## src/sv/bba_pkg.sv

```systemverilog
// shared types and constants of the block allocator
package bba_pkg;

  // default parameters
  localparam int NUM_BLOCKS_DEF = 65536;
  localparam int WORD_BITS_DEF  = 32;

  // field widths
  localparam int MODE_W     = 3;
  localparam int BLK_W      = 16;
  localparam int CNT_W      = 17;
  localparam int IN_DATA_W  = 24;
  localparam int OUT_DATA_W = 40;
  localparam int CFG_ADDR_W = 1;
  localparam int CFG_DATA_W = 17;

  // operation codes
  localparam logic [MODE_W-1:0] MODE_ALLOC   = 3'd0;
  localparam logic [MODE_W-1:0] MODE_RELEASE = 3'd1;
  localparam logic [MODE_W-1:0] MODE_WRITE   = 3'd2;
  localparam logic [MODE_W-1:0] MODE_READ    = 3'd3;
  localparam logic [MODE_W-1:0] MODE_FORMAT  = 3'd4;

  // register indexes
  localparam logic [CFG_ADDR_W-1:0] CFG_TOTAL    = 1'b0;
  localparam logic [CFG_ADDR_W-1:0] CFG_RESERVED = 1'b1;

  // count limits and register reset values
  localparam logic [CNT_W-1:0] FREE_MAX  = 17'd65536;
  localparam logic [CNT_W-1:0] TOTAL_RST = 17'd65536;

  // controller states
  typedef enum logic [2:0] {
    ST_CLEAR,
    ST_IDLE,
    ST_DISPATCH,
    ST_RMW,
    ST_SCAN,
    ST_FORMAT,
    ST_RESP
  } state_t;

  // controller to datapath commands
  typedef struct packed {
    logic capture;
    logic fail;
    logic grant;
    logic rmw;
    logic blk_rd;
    logic scan_start;
    logic scan_next;
    logic fmt_start;
    logic sweep;
    logic sweep_zero;
    logic load_out;
  } cmd_t;

  // datapath to controller status
  typedef struct packed {
    logic [MODE_W-1:0] mode;
    logic              alloc_none;
    logic              word_full;
    logic              found_ok;
    logic              scan_end;
    logic              sweep_last;
    logic              out_free;
  } status_t;

endpackage

```

## src/sv/bba_ctrl.sv

```systemverilog
// controller state machine of the block allocator
module bba_ctrl (
  input  logic             clk,
  input  logic             rst_n,
  input  logic             in_tvalid,
  output logic             in_tready,
  input  bba_pkg::status_t status,
  output bba_pkg::cmd_t    cmd
);

  bba_pkg::state_t state_r;
  bba_pkg::state_t state_nxt;

  // state register
  always_ff @(posedge clk) begin
    if (!rst_n) begin
      state_r <= bba_pkg::ST_CLEAR;
    end else begin
      state_r <= state_nxt;
    end
  end

  // next state
  always_comb begin
    state_nxt = state_r;
    case (state_r)
      bba_pkg::ST_CLEAR: begin
        if (status.sweep_last) state_nxt = bba_pkg::ST_IDLE;
      end
      bba_pkg::ST_IDLE: begin
        if (in_tvalid) state_nxt = bba_pkg::ST_DISPATCH;
      end
      bba_pkg::ST_DISPATCH: begin
        case (status.mode)
          bba_pkg::MODE_ALLOC: begin
            state_nxt = status.alloc_none ? bba_pkg::ST_RESP : bba_pkg::ST_SCAN;
          end
          bba_pkg::MODE_RELEASE, bba_pkg::MODE_WRITE, bba_pkg::MODE_READ: begin
            state_nxt = bba_pkg::ST_RMW;
          end
          bba_pkg::MODE_FORMAT: state_nxt = bba_pkg::ST_FORMAT;
          default:              state_nxt = bba_pkg::ST_RESP;
        endcase
      end
      bba_pkg::ST_RMW: state_nxt = bba_pkg::ST_RESP;
      bba_pkg::ST_SCAN: begin
        if (!status.word_full || status.scan_end) state_nxt = bba_pkg::ST_RESP;
      end
      bba_pkg::ST_FORMAT: begin
        if (status.sweep_last) state_nxt = bba_pkg::ST_RESP;
      end
      bba_pkg::ST_RESP: begin
        if (status.out_free) state_nxt = bba_pkg::ST_IDLE;
      end
      default: state_nxt = bba_pkg::ST_IDLE;
    endcase
  end

  // command outputs
  always_comb begin
    cmd       = '0;
    in_tready = 1'b0;
    case (state_r)
      bba_pkg::ST_CLEAR: begin
        cmd.sweep      = 1'b1;
        cmd.sweep_zero = 1'b1;
      end
      bba_pkg::ST_IDLE: begin
        in_tready   = 1'b1;
        cmd.capture = in_tvalid;
      end
      bba_pkg::ST_DISPATCH: begin
        case (status.mode)
          bba_pkg::MODE_ALLOC: begin
            cmd.fail       = status.alloc_none;
            cmd.scan_start = !status.alloc_none;
          end
          bba_pkg::MODE_RELEASE, bba_pkg::MODE_WRITE, bba_pkg::MODE_READ: begin
            cmd.blk_rd = 1'b1;
          end
          bba_pkg::MODE_FORMAT: cmd.fmt_start = 1'b1;
          default: ;
        endcase
      end
      bba_pkg::ST_RMW: cmd.rmw = 1'b1;
      bba_pkg::ST_SCAN: begin
        if (!status.word_full) begin
          cmd.grant = status.found_ok;
          cmd.fail  = !status.found_ok;
        end else if (status.scan_end) begin
          cmd.fail = 1'b1;
        end else begin
          cmd.scan_next = 1'b1;
        end
      end
      bba_pkg::ST_FORMAT: cmd.sweep = 1'b1;
      bba_pkg::ST_RESP:   cmd.load_out = status.out_free;
      default: ;
    endcase
  end

`ifndef SYNTHESIS
  // an accepted word always moves on to dispatch
  a_accept_dispatch: assert property (@(posedge clk) disable iff (!rst_n)
    (in_tvalid && in_tready) |=> (state_r == bba_pkg::ST_DISPATCH))
    else $error("accepted word did not reach dispatch");

  // no word is taken while the map is being cleared
  a_clear_blocks_input: assert property (@(posedge clk) disable iff (!rst_n)
    (state_r == bba_pkg::ST_CLEAR) |-> !in_tready)
    else $error("input ready during clearing pass");

  // input is offered only while idle
  a_ready_idle: assert property (@(posedge clk) disable iff (!rst_n)
    in_tready |-> (state_r == bba_pkg::ST_IDLE))
    else $error("input ready outside idle");
`endif

endmodule

```

## config.mk

```make
export PLATFORM = sky130hd
export DESIGN_NAME = bba_ctrl
export DESIGN_NICKNAME = d
export VERILOG_FILES = /design/src/sv/bba_pkg.sv /design/src/sv/bba_ctrl.sv
export SDC_FILE = /design/constraint.sdc
export NUM_CORES = 1
export LEC_CHECK = 0
export ABC_CLOCK_PERIOD_IN_PS = 1500
export BUFFER_PORTS_ARGS = -buffer_cell sky130_fd_sc_hd__buf_2
export CORE_AREA = 2 2 39 41
export CTS_BUF_LIST = sky130_fd_sc_hd__clkbuf_8
export DETAILED_ROUTE_END_ITERATION = 6
export DIE_AREA = 0 0 41 43
export PLACE_DENSITY = 0.66
export SLEW_MARGIN = 5
export SYNTH_ARGS = -nofsm -noshare
export SYNTH_HDL_FRONTEND = slang
export SYNTH_SLANG_ARGS = --single-unit
```

## constraint.sdc

```tcl
create_clock -name clk -period 1.5 [get_ports clk]
set_input_delay 0 -clock clk [delete_from_list [all_inputs] [get_ports clk]]
set_output_delay 0 -clock clk [all_outputs]
set_load 0.03 [all_outputs]
```

After elaboration in Yosys (flattened, before gate mapping)
Index checks and enable logic that the tools add are counted.
Word-level totals
  register bits after elaboration: 3
  output and inout bits: 12
Operators by class
  eq/ne operators: 15
  mux-type cells: 28
  reductions and logical operators: 9
Operators with widths (number)
  3-bit case mux with 7 select lines: 1
  1-bit 2-to-1 mux: 18
  3-bit 2-to-1 mux: 5
  3-bit by 2-bit equality test with 1-bit output (second input constant): 4
  3-bit equality test (second input constant): 4
  2-bit != test (second input constant): 5
  3-bit case mux with 3 select lines: 1
  3-bit by 1-bit equality test with 1-bit output (second input constant): 2
  3-bit zero test: 2
  5-bit AND reduction: 1
  2-bit 2-to-1 mux: 2
  1-bit zero test: 3
  3-bit OR reduction: 1
  1-bit case mux with 2 select lines: 1
  2-bit OR reduction: 1
  1-bit logical OR: 1

Longest topological paths before layout
  word-level depth: 4
  depth in mapped cells: 5
  mapped depth without buffers: 4

Worst setup path before layout
Ideal clock, no wire load.
  path type: reg-to-reg
  start: register state_r[0]
  end: register state_r[1]
  setup time: 118 ps
  data arrival time: 1652 ps
  data required time: 1382 ps
  setup slack: -270 ps
  stages on the path, launching flop included: 5
  path buffers: 0
  clock period less this slack: 1770 ps
  cells stage by stage: dfxtp_1 > nand2b_1 > nor3_1 > and3b_1 > o2111a_1
On the way
  longest elaborated chain between the ends: 3
  elaborated cells between the ends (all ways): 14
  classes of those cells: eq/ne (11); mux (1); reduce/logical (2)
Ends and longest elaborated chain
  start, declared: RTL line bba_ctrl.sv:11  | bba_pkg::state_t state_r;
  start signal, assigned: RTL line bba_ctrl.sv:17  | state_r <= bba_pkg::ST_CLEAR;
  start signal, assigned: RTL line bba_ctrl.sv:19  | state_r <= state_nxt;
  3-bit equality test (tied with other cells): RTL line bba_ctrl.sv:26  | case (state_r)
  2-bit != test (no line)
  5-bit AND reduction (no line)
Parallel ways exist; a longest one is shown, timed or not.
A chain may end at the register's enable or synchronous reset.

==> metrics.yaml <==
status: "complete, no violations"
grt_pass1_wl_mm: 1.297
vias: 444
synth_area_um2: 354.1
die_y_um: 43
period_share_pct: 92.27
io_buffers: 23
vdd_drop_max_mv: 0.5179
skew_ns: 0.001803
synth_edf_count: 0
cts_setup_buffers: 0
clk_latency_ns: 0.22
critPathRequiredTime_ns: 1.50
num_rows: 14
hpwl_um: 699.3
grt-ovfl-total: 0
synth_area_leaders: "dfxtp_1 17%, nor3_1 8.5%, nor2_1 8.5%, nand2b_1 7.1%, buf_6 6.4%"
largestRegisters: "state_r x3"
synth_ff_type: "dfxtp_1"
path_class: "reg2out"
layout-drive-gt1-share_pct: 38.67
ant_nets: 0
regMostFlops: "state_r"
rsz0062_at_grt: "no"
p_leak_nw: 0.2623
cts_tree: "yes"
grt_pass1_vias: 327
yosysWarnings: 0
mappedNetlistNets: 62
power_density_mw_per_mm2: 1686
syn_to_final_growth_pct: 47.00
syn_inst: 50
slew_headroom_pct: 78.38
gp_congestion: 0.7063
tightest_slew_ns: 0.3238
worstPathArrival_ns: 1.38
total_power_mw: 0.8774
min_path_type: "in2reg"
min_period_ns: 1.384
cts_buffers: 3
syn_avg_cell_area_um2: 7.082
vias_per_cell: 4.879
end_kind: "primary output"
die_x_um: 41
track_usage_pct: 11.72
cts_buffer_depth: 2
post_drt_wl_per_cell_um: 10.02
h-tree-depth: 1
root_buffer: "clkbuf_8"
yosysMostFrequentCell: "nor2_1"
tns_ns: 0
synthArstFlopShare_pct: 0
wl_um: 912
cap_violations: 0
drcViolationCount: 0
synth_top_area_share_pct: 16.96
grt_max_degree: 13
fmax_mhz: 722.5
largest_reg_flops: 3
pin_count: 24
layout.nets: 88
worst_setup_path_start_kind: "flop"
clk_pin_slew_ns: 0.03
finalHoldViolCount: 0
ys_ff_latch: 3
setup_viol: 0
worstPathMaxFanout: 11
antenna_found_initial: 0
yosysSeqAreaShare_pct: 16.96
initial_core_util_pct: 25.59
core_mm2: 0.001384
drt-initial-drc-count: 10
firstDrtPassIters: 4
yosys.cell_types.count: 25
antenna_cells: 0
netlist_top_cells_count: "8 x nor2_1, 6 x nor3_1, 4 x nand2b_1"
yosysTopAreaCell: "dfxtp_1"
finalMaxSlewViolations: 0
die-area_mm2: 0.001763
clock_sinks: 3
metrics by stage:
stage	instances	setup WS [ns]	util, %	instance area (µm²)	hold WS [ns]
floorplan	50	0.008437	-	359.1	0.1153
global placement	87	0.1579	34.27	474.2	0.2514
detailed placement	87	0.1081	34.27	474.2	0.2518
CTS	91	0.09633	37.52	519.2	0.02313
global route	91	0.008928	37.61	520.5	0.03096
finish	91	0.1159	37.61	520.5	0.02574
report_power, final:
part           leakage (nW)  internal, mW  switching [mW]
Sequential           0.0252         0.109          0.0535
Clock                0.0269         0.174          0.0561
Combinational         0.210         0.180           0.305
worst paths after layout:
path	from	to	slack, ns	cells past startpoint
setup / recovery	state_r[0]$_SDFFE_PN0P_	cmd[10]	0.12	3
setup reg to reg	state_r[0]$_SDFFE_PN0P_	state_r[1]$_SDFFE_PN0P_	0.17	4
hold reg to reg	state_r[1]$_SDFFE_PN0P_	state_r[0]$_SDFFE_PN0P_	0.61	2
hold / removal	rst_n	state_r[0]$_SDFFE_PN0P_	0.03	3
routing by layer:
layer,global-route usage (%),vias up,routed length (µm)
met3,2.094,4,102
met1,13.10,184,406
met2,15.00,28,358
li1,-,228,-
met4,16.00,0,46
met5,0,-,0
cells by family after synthesis:
| family | synth area share (%) |
|---|---|
| AND/OR/NAND/NOR | 50.53 |
| buffers and inverters | 9.893 |
| XOR/XNOR | 2.474 |
| flip-flops | 16.96 |
| multiplexers | 2.827 |
| AO/OA/AOI/OAI | 17.32 |
what timing repair did:
item                       in CTS  in global routing
hold buffers                    0                  0
gates resized for setup         0                  1
setup endpoints to repair       0                  1
area by class of cell:
cell class | instances | area [µm²]
fillers | 153 | 863.3
multi-input cells | 42 | 264.0
repair buffers | 24 | 122.6
flip-flops and latches | 3 | 61.31
clock buffers | 3 | 41.29
well taps | 16 | 20.02
inverters | 2 | 7.507
clock inverters | 1 | 3.754
critical path: stages, from the launching register on:
cell and delay, ns:
dfxtp_1 0.50, nor2b_1 0.30, and3_1 0.18, buf_2 0.19
cells in the final DEF (no fill, tap or decap), drive strengths merged, types with 2 or more instances in the layout:
master / Yosys / final
and2: 2 / 2
and3: 2 / 2
buf: 3 / 24
clkbuf: 0 / 3
dfxtp: 3 / 3
inv: 2 / 3
nand2b: 4 / 4
nor2: 8 / 8
nor2b: 3 / 3
nor3: 6 / 6
nor4: 2 / 2
o21ai: 2 / 2
(Power assumes the default switching activity.)
